### config.mk
export PLATFORM = sky130hd
export DESIGN_NAME = bounded_squared_l2_distance_core
export DESIGN_NICKNAME = d
export VERILOG_FILES = /design/src/bsl2_pkg.sv /design/src/bsl2_square.sv /design/src/bsl2_accum.sv /design/src/bounded_squared_l2_distance_core.sv
export SDC_FILE = /design/constraint.sdc
export NUM_CORES = 1
export LEC_CHECK = 0
export BUFFER_PORTS_ARGS = -buffer_cell sky130_fd_sc_hd__buf_2
export CAP_MARGIN = 40
export CORE_MARGIN = 1
export CORE_UTILIZATION = 30
export CTS_BUF_LIST = sky130_fd_sc_hd__clkbuf_8
export DETAILED_ROUTE_END_ITERATION = 10
export HOLD_SLACK_MARGIN = 0.03
export SLEW_MARGIN = 25
export SYNTH_ARGS = -nofsm -noshare
export SYNTH_HDL_FRONTEND = slang
export SYNTH_HIERARCHICAL = 1
export SYNTH_SLANG_ARGS = --single-unit
### constraint.sdc
create_clock -name clk_i -period 12.3 [get_ports clk_i]
set_clock_uncertainty 0.05 [all_clocks]
set_input_delay 3.69 -clock clk_i [delete_from_list [all_inputs] [get_ports clk_i]]
set_output_delay 3.69 -clock clk_i [all_outputs]
set_load 0.005 [all_outputs]
### src/bsl2_pkg.sv
package bsl2_pkg;

  // Element and sum widths, and the number of elements between bound checks
  localparam int unsigned ElemWidth     = 16;
  localparam int unsigned SumWidth      = 48;
  localparam int unsigned CheckInterval = 64;

  // Derived widths
  localparam int unsigned DiffWidth = ElemWidth + 1;
  localparam int unsigned SqWidth   = 2 * DiffWidth;
  localparam int unsigned PosWidth  = $clog2(CheckInterval);

  localparam logic [PosWidth-1:0] PosLast = PosWidth'(CheckInterval - 1);

  // Squared difference item passed from the front end to the accumulator
  typedef struct packed {
    logic               valid;
    logic               last;
    logic [SqWidth-1:0] sq;
  } sq_item_t;

endpackage

### src/bsl2_square.sv
module bsl2_square (
  input  logic                            clk_i,
  input  logic                            rst_ni,
  input  logic                            in_valid_i,
  output logic                            in_stall_o,
  input  logic signed [bsl2_pkg::ElemWidth-1:0] elem_a_i,
  input  logic signed [bsl2_pkg::ElemWidth-1:0] elem_b_i,
  input  logic                            last_elem_i,
  output bsl2_pkg::sq_item_t              sq_item_o,
  input  logic                            take_i
);
  import bsl2_pkg::*;

  logic                        in_valid_q;
  logic signed [ElemWidth-1:0] a_q, b_q;
  logic                        last_q;
  logic                        sq_valid_q, sq_last_q;
  logic [SqWidth-1:0]          sq_q;

  logic                        sq_free, in_move, in_free;
  logic signed [DiffWidth-1:0] diff;
  logic [DiffWidth-1:0]        mag;
  logic [SqWidth-1:0]          sq_d;

  // Slot handshake: each register refills when empty or moving on
  assign sq_free    = !sq_valid_q || take_i;
  assign in_move    = in_valid_q && sq_free;
  assign in_free    = !in_valid_q || in_move;
  assign in_stall_o = !in_free;

  // Difference, magnitude and square
  always_comb begin
    diff = DiffWidth'(a_q) - DiffWidth'(b_q);
    mag  = diff[DiffWidth-1] ? DiffWidth'(-diff) : DiffWidth'(diff);
    sq_d = SqWidth'(mag) * SqWidth'(mag);
  end

  // Control registers
  always_ff @(posedge clk_i or negedge rst_ni) begin
    if (!rst_ni) begin
      in_valid_q <= 1'b0;
      sq_valid_q <= 1'b0;
    end else begin
      if (in_free) in_valid_q <= in_valid_i;
      if (sq_free) sq_valid_q <= in_valid_q;
    end
  end

  // Payload registers
  always_ff @(posedge clk_i) begin
    if (in_free && in_valid_i) begin
      a_q    <= elem_a_i;
      b_q    <= elem_b_i;
      last_q <= last_elem_i;
    end
    if (in_move) begin
      sq_q      <= sq_d;
      sq_last_q <= last_q;
    end
  end

  assign sq_item_o.valid = sq_valid_q;
  assign sq_item_o.last  = sq_last_q;
  assign sq_item_o.sq    = sq_q;

endmodule

### src/bsl2_accum.sv
module bsl2_accum (
  input  logic                           clk_i,
  input  logic                           rst_ni,
  input  logic                           cfg_we_i,
  input  logic [bsl2_pkg::SumWidth-1:0]  cfg_data_i,
  input  bsl2_pkg::sq_item_t             sq_item_i,
  output logic                           take_o,
  output logic                           out_valid_o,
  input  logic                           out_stall_i,
  output logic [bsl2_pkg::SumWidth-1:0]  distance_o,
  output logic                           over_bound_o
);
  import bsl2_pkg::*;

  logic [SumWidth-1:0] bound_q;
  logic [SumWidth-1:0] sum_q;
  logic [PosWidth-1:0] pos_q;
  logic                drop_q;
  logic                out_valid_q;
  logic [SumWidth-1:0] dist_q;
  logic                over_q;

  logic [SumWidth:0]   sum_ext;
  logic [SumWidth-1:0] sum_sat;
  logic                check, over, produce, out_free;

  // Saturating accumulate and bound compare
  always_comb begin
    sum_ext  = {1'b0, sum_q} + (SumWidth+1)'(sq_item_i.sq);
    sum_sat  = sum_ext[SumWidth] ? {SumWidth{1'b1}} : sum_ext[SumWidth-1:0];
    check    = (pos_q == PosLast);
    over     = (sum_sat > bound_q);
    produce  = sq_item_i.valid && !drop_q && (sq_item_i.last || (check && over));
    out_free = !out_valid_q || !out_stall_i;
    take_o   = sq_item_i.valid && (!produce || out_free);
  end

  // Bound register, vector state and output valid
  always_ff @(posedge clk_i or negedge rst_ni) begin
    if (!rst_ni) begin
      bound_q     <= {SumWidth{1'b1}};
      sum_q       <= '0;
      pos_q       <= '0;
      drop_q      <= 1'b0;
      out_valid_q <= 1'b0;
    end else begin
      if (cfg_we_i) bound_q <= cfg_data_i;
      if (take_o) begin
        if (sq_item_i.last) begin
          sum_q  <= '0;
          pos_q  <= '0;
          drop_q <= 1'b0;
        end else if (!drop_q) begin
          sum_q <= sum_sat;
          pos_q <= check ? '0 : pos_q + 1'b1;
          if (produce) drop_q <= 1'b1;
        end
      end
      if (out_free) out_valid_q <= take_o && produce;
    end
  end

  // Result payload
  always_ff @(posedge clk_i) begin
    if (out_free && take_o && produce) begin
      dist_q <= sum_sat;
      over_q <= over;
    end
  end

  assign out_valid_o  = out_valid_q;
  assign distance_o   = dist_q;
  assign over_bound_o = over_q;

endmodule

### src/bounded_squared_l2_distance_core.sv
// Channel  | Handshake              | Payload
// ---------+------------------------+-------------------------------------
// input    | in_valid_i/in_stall_o  | elem_a_i, elem_b_i, last_elem_i
// output   | out_valid_o/out_stall_i| distance_o, over_bound_o
// config   | cfg_we_i               | cfg_data_i (distance bound)
//
// One item per cycle while no stall holds the flow; an accepted item passes the
// input register and the squaring register, then is accumulated into the
// result register.
// Reset clears all valids and the vector state; the bound resets to all ones.
// A stalled result holds; items that give no result keep flowing behind it,
// and input stalls only once every stage before the result register is full.
module bounded_squared_l2_distance_core (
  input  logic                                  clk_i,
  input  logic                                  rst_ni,
  input  logic                                  cfg_we_i,
  input  logic [bsl2_pkg::SumWidth-1:0]         cfg_data_i,
  input  logic                                  in_valid_i,
  output logic                                  in_stall_o,
  input  logic signed [bsl2_pkg::ElemWidth-1:0] elem_a_i,
  input  logic signed [bsl2_pkg::ElemWidth-1:0] elem_b_i,
  input  logic                                  last_elem_i,
  output logic                                  out_valid_o,
  input  logic                                  out_stall_i,
  output logic [bsl2_pkg::SumWidth-1:0]         distance_o,
  output logic                                  over_bound_o
);
  import bsl2_pkg::*;

  sq_item_t sq_item;
  logic     take;

  // Difference and square
  bsl2_square u_square (
    .clk_i       (clk_i),
    .rst_ni      (rst_ni),
    .in_valid_i  (in_valid_i),
    .in_stall_o  (in_stall_o),
    .elem_a_i    (elem_a_i),
    .elem_b_i    (elem_b_i),
    .last_elem_i (last_elem_i),
    .sq_item_o   (sq_item),
    .take_i      (take)
  );

  // Accumulate, check and emit
  bsl2_accum u_accum (
    .clk_i        (clk_i),
    .rst_ni       (rst_ni),
    .cfg_we_i     (cfg_we_i),
    .cfg_data_i   (cfg_data_i),
    .sq_item_i    (sq_item),
    .take_o       (take),
    .out_valid_o  (out_valid_o),
    .out_stall_i  (out_stall_i),
    .distance_o   (distance_o),
    .over_bound_o (over_bound_o)
  );

endmodule

Yosys cells after proc, flatten, opt, wreduce, memory -nomap -nowiden

Cells that the tools add are included.

Bits in registers: 223
Word-level logic and storage cells: 54

$lt $le $gt $ge: 1
Reduce and logical (&&, ||, !) cells: 22
Muxes and demuxes: 10
Add/subtract/negate cells: 4
Multiply operators: 1
Equality and inequality tests: 2

Operators with widths:

| kind                                                          | count |
|---|---|
| 48-bit 2-to-1 mux                                             | 3 |
| 48-bit by 34-bit adder with 49-bit output                     | 1 |
| 48-bit > comparator                                           | 1 |
| 17-bit by 17-bit multiplier with 34-bit output                | 1 |
| 6-bit 2-to-1 mux                                              | 3 |
| 17-bit 2-to-1 mux                                             | 1 |
| 17-bit negator                                                | 1 |
| 16-bit by 16-bit subtractor with 17-bit output                | 1 |
| 1-bit logical AND                                             | 9 |
| 1-bit logical NOT                                             | 7 |
| 6-bit by 1-bit adder with 6-bit output, second input constant | 1 |
| 6-bit equality test, second input constant                    | 1 |
| 1-bit logical OR                                              | 5 |
| 1-bit 2-to-1 mux                                              | 3 |
| 2-bit inequality test, second input constant                  | 1 |
| 2-bit AND reduction                                           | 1 |

Longest topological paths before layout

Gate-level depths: netlist (run 1).

Depth in word-level cells: 13
Mapped depth: 38
Mapped depth without buffers: 37

By module

Netlist (run 1), hierarchy kept.

Modules (own cells, without submodules):

| module      | area an instance (um^2) | instances | cells each |
|---|---|---|---|
| bsl2_square | 11572.3                 | 1         | 1192 |
| bsl2_accum  | 9381.5                  | 1         | 941 |

Worst setup path after synthesis (run 1)

No wires, ideal clock.

Path type: register -> register
From: reg u_square.a_q[0]
To: reg u_square.sq_q[33], data pin
Data required time: 11985 ps
Buffers on the path: 1
Cell stages (with the launch flop): 34
Setup slack: 3889 ps
Arrival: 8096 ps
Path through: edfxtp_1 inv_1 ha_1 inv_1 fa_1 a211oi_1 o31ai_1 and3_1 o2111ai_2 a32o_1 buf_2 o21ai_0 xnor2_1 inv_2 nor2_1 inv_1 fa_1 inv_1 fa_1 fa_1 fa_1 fa_1 inv_1 fa_1 inv_1 ha_1 o21ai_0 o21ai_0 a21oi_1 a31oi_1 a31oi_1 o21ai_0 a311oi_1 xnor2_1

Longest elaborated chain between the ends: 4

RTL lines:

| element                                            | line              | text |
|---|---|---|
| from (decl)                                        | bsl2_square.sv:15 | `logic signed [ElemWidth-1:0] a_q, b_q;` |
| from (signal assigned)                             | bsl2_square.sv:52 | `a_q <= elem_a_i;` |
| 16-bit by 16-bit subtractor with 17-bit output (*) | bsl2_square.sv:33 | `diff = DiffWidth'(a_q) - DiffWidth'(b_q);` |
| 17-bit negator                                     | bsl2_square.sv:34 | `mag = diff[DiffWidth-1] ? DiffWidth'(-diff) : DiffWidth'(diff);` |
| 17-bit 2-to-1 mux (*)                              | bsl2_square.sv:34 |  |
| 17-bit by 17-bit multiplier with 34-bit output (*) | bsl2_square.sv:35 | `sq_d = SqWidth'(mag) * SqWidth'(mag);` |
| named net u_square.sq_d[33]                        | bsl2_square.sv:23 | `logic [SqWidth-1:0] sq_d;` |
| to (signal assigned)                               | bsl2_square.sv:57 | `sq_q <= sq_d;` |
| to (decl)                                          | bsl2_square.sv:18 | `logic [SqWidth-1:0] sq_q;` |

Mark *: on every way through the listed nets, which the timed path passes. The rest lies on a longest branch.
A chain may end at the register's enable or synchronous reset.

Worst setup path after layout (run 1)

From: reg u_square.sq_q[0]
To: out in_stall_o

Longest elaborated chain between the ends: 13

RTL lines:

| element                                   | line                                   | text |
|---|---|---|
| 48-bit by 34-bit adder with 49-bit output | bsl2_accum.sv:29                       | `sum_ext = {1'b0, sum_q} + (SumWidth+1)'(sq_item_i.sq);` |
| 48-bit 2-to-1 mux                         | bsl2_accum.sv:30                       | `sum_sat = sum_ext[SumWidth] ? {SumWidth{1'b1}} : sum_ext[SumWidth-1:0];` |
| named net u_accum.sum_sat[14]             | bsl2_accum.sv:24                       | `logic [SumWidth-1:0] sum_sat;` |
| 48-bit > comparator                       | bsl2_accum.sv:32                       | `over = (sum_sat > bound_q);` |
| named net u_accum.over                    | bsl2_accum.sv:25                       | `logic check, over, produce, out_free;` |
| 1-bit logical AND                         | bsl2_accum.sv:33                       | `produce = sq_item_i.valid && !drop_q && (sq_item_i.last \|\| (check && over));` |
| 1-bit logical OR                          | bsl2_accum.sv:33                       |  |
| 1-bit logical AND                         | bsl2_accum.sv:33                       |  |
| 1-bit logical NOT                         | bsl2_accum.sv:35                       | `take_o = sq_item_i.valid && (!produce \|\| out_free);` |
| 1-bit logical OR                          | bsl2_accum.sv:35                       |  |
| 1-bit logical AND                         | bsl2_accum.sv:35                       |  |
| named net take                            | bounded_squared_l2_distance_core.sv:31 | `logic take;` |
| 1-bit logical OR                          | bsl2_square.sv:26                      | `assign sq_free = !sq_valid_q \|\| take_i;` |
| 1-bit logical AND                         | bsl2_square.sv:27                      | `assign in_move = in_valid_q && sq_free;` |
| 1-bit logical OR                          | bsl2_square.sv:28                      | `assign in_free = !in_valid_q \|\| in_move;` |
| 1-bit logical NOT                         | bsl2_square.sv:29                      | `assign in_stall_o = !in_free;` |
| to (decl)                                 | bounded_squared_l2_distance_core.sv:19 | `output logic in_stall_o,` |

The timed path passes the listed nets, and every way through them passes these cells.

==> results of run 1 <==
-- final timing paths --
check	slack (ps)	cells after the start	to	start
setup reg to reg	2760	33	u_square/sq_q[31]	u_square/a_q[0]
setup / recovery	1730	22	in_stall_o	u_square/sq_q[0]
min in group asynchronous	3050	1	u_accum/sum_q[5]	rst_ni
hold / removal	400	0	u_square/sq_last_q	u_square/last_q
hold reg to reg	400	0	u_square/sq_last_q	u_square/last_q
max in group asynchronous	8050	3	u_accum/bound_q[47]	rst_ni
-- cell type report --
cell class | count | area (um2)
Clock buffer | 44 | 606
Clock inverter | 32 | 179
Fill cell | 7083 | 45300
Inverter | 378 | 1420
Multi-Input combinational cell | 1476 | 13100
Sequential cell | 222 | 6200
Tap cell | 931 | 1160
Timing Repair Buffer | 158 | 905
-- stage by stage --
stage,util,instances
detailed placement,0.330,3164
CTS,0.342,3240
global route,0.342,3241
finish,0.342,3241
floorplan,-,2144
global placement,0.329,3160
-- sequential cells by signal, summed over array words and instances (netlist names) --
name	count
u_accum/distance_o	48
u_accum/bound_q	48
u_accum/sum_q	48
u_square/last_q	1
u_square/a_q	16
u_square/sq_valid_q	1
u_square/b_q	16
u_square/sq_q	33
u_accum/out_valid_o	1
u_accum/drop_q	1
u_square/sq_last_q	1
u_accum/pos_q	6
u_accum/over_bound_o	1
u_square/in_valid_q	1
-- cells in the final DEF (no fill, tap or decap), types with 6 or more instances in the layout --
cell,n
sky130_fd_sc_hd__a21o_1,35
sky130_fd_sc_hd__a21oi_1,97
sky130_fd_sc_hd__a22o_1,36
sky130_fd_sc_hd__a31oi_1,12
sky130_fd_sc_hd__and2_1,10
sky130_fd_sc_hd__and3_1,21
sky130_fd_sc_hd__and4_1,6
sky130_fd_sc_hd__buf_2,135
sky130_fd_sc_hd__buf_4,18
sky130_fd_sc_hd__clkbuf_8,44
sky130_fd_sc_hd__clkinv_1,6
sky130_fd_sc_hd__conb_1,13
sky130_fd_sc_hd__dfrtp_1,58
sky130_fd_sc_hd__dfstp_2,48
sky130_fd_sc_hd__edfxtp_1,116
sky130_fd_sc_hd__fa_1,195
sky130_fd_sc_hd__ha_1,203
sky130_fd_sc_hd__inv_1,384
sky130_fd_sc_hd__inv_2,12
sky130_fd_sc_hd__nand2_1,202
sky130_fd_sc_hd__nand2_2,11
sky130_fd_sc_hd__nand2_4,20
sky130_fd_sc_hd__nand2b_1,17
sky130_fd_sc_hd__nand3_1,46
sky130_fd_sc_hd__nand4_1,24
sky130_fd_sc_hd__nor2_1,120
sky130_fd_sc_hd__nor2b_1,10
sky130_fd_sc_hd__nor3_1,21
sky130_fd_sc_hd__nor4_1,7
sky130_fd_sc_hd__o211ai_1,14
sky130_fd_sc_hd__o21a_1,11
sky130_fd_sc_hd__o21ai_0,99
sky130_fd_sc_hd__o21bai_1,16
sky130_fd_sc_hd__o31ai_1,8
sky130_fd_sc_hd__xnor2_1,60
sky130_fd_sc_hd__xor2_1,36
-- cells by family (layout without fill, tap and decap cells) --
kind of cell	Yosys count	count (layout)	synth area share
simple gates	547	547	0.131
buf+inv	446	612	0.0847
compound gates	412	412	0.134
fa+ha+maj	398	398	0.308
flops	222	222	0.296
xor+xnor	101	101	0.0447
mux	5	5	0.00251
other cells	2	13	0.000358
-- routing by layer --
| metal | vias to the layer above | part of all wire | track usage |
|---|---|---|---|
| met3 | 53 | 0.053 | 0.0238 |
| met5 | - | 0.00021 | 0 |
| met4 | 2 | 0.013 | 0.0294 |
| met2 | 361 | 0.44 | 0.216 |
| li1 | 7412 | - | - |
| met1 | 7112 | 0.49 | 0.196 |
-- worst max-delay path, stage by stage, from the launching register on --
cell and delay [ps]:
sky130_fd_sc_hd__edfxtp_1 370, sky130_fd_sc_hd__ha_1 230, sky130_fd_sc_hd__fa_1 410, sky130_fd_sc_hd__a21o_1 220, sky130_fd_sc_hd__a221oi_4 310, sky130_fd_sc_hd__and4_4 290, sky130_fd_sc_hd__nor2_2 70, sky130_fd_sc_hd__a22oi_2 250
sky130_fd_sc_hd__a21oi_2 150, sky130_fd_sc_hd__o311ai_4 320, sky130_fd_sc_hd__buf_12 360, sky130_fd_sc_hd__nand2_1 210, sky130_fd_sc_hd__ha_1 360, sky130_fd_sc_hd__and4_1 260, sky130_fd_sc_hd__and4_1 330, sky130_fd_sc_hd__a21boi_1 320
sky130_fd_sc_hd__o31ai_1 140, sky130_fd_sc_hd__a31oi_1 620, sky130_fd_sc_hd__o2111ai_1 320, sky130_fd_sc_hd__o21a_1 270, sky130_fd_sc_hd__nand3b_1 200, sky130_fd_sc_hd__inv_1 80, sky130_fd_sc_hd__buf_2 100
==> metrics.md, run 1 <==
| Metric | Value |
|---|---|
| Result of the run | completed |
| Final period util | 0.860 |
| Area of the core | 68800 um2 |
| First-pass GRT wire length | 78600 um |
| Number of setup buffers added after CTS | 0 |
| Final critical-path setup slack | 1730 ps |
| Post-layout nets | 2761 |
| Number of enable flip-flop cells after synthesis | 116 |
| Total die area | 70900 um2 |
| Fraction of registers with async set/reset | 0.477 |
| Arrival time of the worst setup path | 6830 ps |
| Area of the mapped netlist | 21000 um2 |
| Critical path capture point type | primary output |
| Fin. Hold Viols | 0 |
| Average cell area after synthesis | 9.82 um2 |
| Number of DRC violations after detailed-routing iteration 0 | 940 |
| Share of synthesized area occupied by flip-flops and latches | 0.296 |
| Data required time at the worst endpoint | 8560 ps |
| Critical Path Source Type | flop |
| Clk root buf | sky130_fd_sc_hd__clkbuf_8 |
| H-tree level count | 2 |
| Yosys top cell area share | 0.186 |
| Number of clock buffers inserted by TritonCTS | 41 |
| Total global routing track utilization | 0.137 |
| Critical setup path kind | flop to primary output |
| Bufs on Longest Clock Path | 3 |
| Maximum frequency from static timing analysis | 94.6 MHz |
| Starting utilization of the core area | 0.304 |
| Pre-CTS setup slack | 2330 ps |
| Distinct cells, synth | 99 |
| Number of clock sinks seen by CTS | 222 |
| Via count of the routed design | 14940 |
| Number of inserted diodes | 0 |
| Area growth, synth to finish | 12.3% |
| Slew at the pin closest to its max-slew limit | 790 ps |
| Finished layout cell area | 23500 um2 |
| Share of final-layout standard cells stronger than drive strength 1 | 0.148 |
| Detailed-routing iteration count for the pre-antenna-repair pass | 5 |
| Die H | 266 um |
| Die Span X | 266 um |
| Post-DP HPWL | 38000 um |
| Number of instances in the synthesized netlist | 2133 |
| ANT nets after route | 0 |
| TritonCTS clock tree | yes |
| Number of global-route vias before repair | 14884 |
| Max Fanout on Critical Path | 47 |
| Number of max-cap violations | 0 |
| Final TNS setup | 0 ps |
| Final weighted congestion in routability-driven placement | 0.850 |
| Worst hold margin | 397 ps |
| Clock period minus final worst setup slack | 10570 ps |
| Unrepaired setup endpoints after global routing | false |
| Cell taking the most area after synthesis | sky130_fd_sc_hd__fa_1 |
| Row count | 96 |
| Post-cts resize count | 0 |
| WL per Instance | 14.9 um |
| Worst-Skew Late Latency | 620 ps |
| Top cells by count, synth | 365 x sky130_fd_sc_hd__inv_1, 203 x sky130_fd_sc_hd__ha_1, 202 x sky130_fd_sc_hd__nand2_1 |
| Leading cell types by total area after synthesis | sky130_fd_sc_hd__fa_1 19%, sky130_fd_sc_hd__edfxtp_1 17%, sky130_fd_sc_hd__ha_1 12%, sky130_fd_sc_hd__dfrtp_1 6.9%, sky130_fd_sc_hd__inv_1 6.5% |
| Port buffer count | 136 |
| Antenna violations before repair | 1 |
| Vias per std cell | 4.61 |
| Fin. max-slew vios | 0 |
| Post-detailed-route DRC marker count | 0 |
| Warning count from the yosys run | 6 |
| Pin count of the biggest net entering global routing | 96 |
| Prevailing post-synth register cell | sky130_fd_sc_hd__edfxtp_1 |
| Top-Level Pins | 137 |
| Clock transition at the register clock pins on the worst setup and hold paths after CTS | 60 ps |
| Total routed wirelength | 48300 um |
| Overflow left after global routing | 0 |
| Flops & latches, synth | 222 |
| Post-place instance area | 22700 um2 |
| Total setup violations reported at the end of the flow | 0 |
| Type of the worst min-delay path | flop to flop |
| Cell with the most instances after synthesis | sky130_fd_sc_hd__inv_1 |
| Headroom to the max-slew limit | 0.470 |
| Number of buffers inserted by hold repair at cts | 0 |
Power of run 1 is not shown: default switching activity piles up to over one toggle a cycle in this logic, so the estimate is an artifact.
==> run 2, diff against run 1 <==
Settings changed: BUFFER_PORTS_ARGS -buffer_cell sky130_fd_sc_hd__buf_2 to -buffer_cell sky130_fd_sc_hd__buf_4.
Clock period 12.3 ns to 13.07 ns, I/O delays scaled along.
==> metrics.md, run 2 (synthesis results as in run 1) <==
| Metric | Value |
|---|---|
| Stage delay of the slowest cell on the critical path | 730 ps |
| CP Launch Point | u_square/sq_q[0] |
| Maximum frequency from static timing analysis | 87.0 MHz |
| Total die area | 70900 um2 |
| Share of final-layout standard cells stronger than drive strength 1 | 0.151 |
| Total setup violations reported at the end of the flow | 0 |
| Worst hold margin | 387 ps |
| Total routed wirelength | 50200 um |
| Clock period minus final worst setup slack | 11490 ps |
| Number of buffers inserted by hold repair at cts | 0 |
| Highest-count cells in the layout ignoring fill and taps | 382 x sky130_fd_sc_hd__inv_1, 203 x sky130_fd_sc_hd__ha_1, 202 x sky130_fd_sc_hd__nand2_1 |
| ANT nets after route | 0 |
| Post-detailed-route DRC marker count | 0 |
| WL per Instance | 15.5 um |
| Library cell contributing the largest single delay on the critical path | sky130_fd_sc_hd__a31oi_1 |
| First-pass GRT wire length | 81400 um |
| Row count | 96 |
| Unrepaired setup endpoints after global routing | false |
| Final weighted congestion in routability-driven placement | 0.891 |
| Critical Path Source Type | flop |
| Fin. Hold Viols | 0 |
| Number of inserted diodes | 0 |
| Crit path capture | in_stall_o |
| Result of the run | completed |
| Slew at the pin closest to its max-slew limit | 858 ps |
| Critical path capture point type | primary output |
| Port buffer count | 136 |
| Routing usage on met2 | 0.233 |
| Top-Level Pins | 137 |
| Headroom to the max-slew limit | 0.424 |
| Final period util | 0.879 |
| Total global routing track utilization | 0.142 |
| Clock transition at the register clock pins on the worst setup and hold paths after CTS | 60 ps |
| Area of the core | 68800 um2 |
| TritonCTS clock tree | yes |
| Number of global-route vias before repair | 15996 |
| Data required time at the worst endpoint | 9100 ps |
| Starting utilization of the core area | 0.304 |
| Register-to-register path setup slack | 3130 ps |
| Area of the multi-input gates | 13100 um2 |
| Met3 track demand over resource in global routing | 0.0266 |
| Cells traversed along the worst timing path | ha_1 > fa_1 > a21o_1 > a221oi_4 > and4_4 > nor2_2 > a22oi_2 > a21oi_2 > o311ai_4 > buf_4 > buf_4 > nand2_1 > ha_1 > and4_1 > and4_1 > a21boi_1 > o31ai_1 > a31oi_1 > o2111ai_1 > o21a_1 > nand3b_1 > inv_1 > buf_4 |
| Number of clock buffers inserted by TritonCTS | 42 |
| Final TNS setup | 0 ps |
| Critical setup path kind | flop to primary output |
| Fin. max-slew vios | 0 |
| Die H | 266 um |
| Number of max-cap violations | 0 |
| Type of the worst min-delay path | flop to flop |
| H-tree level count | 2 |
| Detailed-routing iteration count for the pre-antenna-repair pass | 5 |
| Bufs on Longest Clock Path | 3 |
| Busiest layer in global routing | met2 |
| Most frequent cell on the critical path | sky130_fd_sc_hd__buf_4 |
| Startpoint of the worst-slack reg-to-reg timing path | u_square/a_q[0] |
| Number of stages on the worst hold path | 0 |
| Post-cts resize count | 0 |
| Global-route met1 utilization | 0.189 |
| Via count of the routed design | 15371 |
| Number of cells traversed by the worst register-to-register path | 33 |
| Area growth, synth to finish | 14.3% |
| Worst-Skew Late Latency | 640 ps |
| Most common library cell in the layout ignoring fill and taps | sky130_fd_sc_hd__inv_1 |
| Post-layout nets | 2761 |
| Antenna violations before repair | 1 |
| Number of DRC violations after detailed-routing iteration 0 | 872 |
| Overflow left after global routing | 0 |
| Number of clock sinks seen by CTS | 222 |
| Clk root buf | sky130_fd_sc_hd__clkbuf_8 |
| Vias per std cell | 4.74 |
| Number of setup buffers added after CTS | 0 |
| Sequential cell area | 6200 um2 |
| Crit Reg-Reg Endpoint | u_square/sq_q[31] |
| Max Fanout on Critical Path | 18 |
| Pin count of the biggest net entering global routing | 96 |
| Die Span X | 266 um |
| Arrival time of the worst setup path | 7520 ps |
| Filler Cell Count | 6894 |
| Post-DP HPWL | 39800 um |
-- run 2: changes by cell type in the layout (fill, tap and decap cells not counted), sizes merged --
cell	change
inv	-3
clkinvlp	+2
clkinv	-2
buf	-1
clkbuf	+3
bufinv	+2
-- run 2: worst min path at each step --
stage                         endpoint       startpoint  slack, ps
global route        u_square/sq_last_q  u_square/last_q        410
finish              u_square/sq_last_q  u_square/last_q        390
floorplan           u_square/sq_last_q  u_square/last_q        350
CTS                 u_square/sq_last_q  u_square/last_q        390
global placement    u_square/sq_last_q  u_square/last_q        370
detailed placement  u_square/sq_last_q  u_square/last_q        380
-- run 2: final cells by class --
cell class | count | share of cell area
Inverter | 378 | 0.0593
Timing Repair Buffer | 157 | 0.0509
Multi-Input combinational cell | 1476 | 0.546
Sequential cell | 222 | 0.259
Clock buffer | 47 | 0.0270
Tap cell | 931 | 0.0486
Clock inverter | 31 | 0.00951
-- run 2: routing by layer --
metal  vias up  wire, um
li1       7406         -
met1      7467     23100
met2       411     22900
met3        85      2850
met4         2      1350
met5         -        10
-- run 2: stage by stage --
step	setup slack, ps	utilization	instance area, um2	std cells
3_3_place_gp	2340	0.334	23000	3160
2_1_floorplan	4500	-	21000	2144
4_1_cts	1480	0.348	23900	3241
5_1_grt	1100	0.348	23900	3242
6_report	1580	0.348	23900	3242
3_5_place_dp	2210	0.335	23000	3163
-- run 2: worst max-delay path, delay by kind of cell (launching register included) --
| kind | cells | cell delay, ps |
|---|---|---|
| AO/OA/AOI/OAI | 10 | 3200 |
| AND/OR/NAND/NOR | 6 | 1240 |
| buffers and inverters | 4 | 1030 |
| adder cells (fa/ha/maj) | 3 | 1010 |
| flip-flops | 1 | 360 |
Power of run 2 is left out for the same reason.
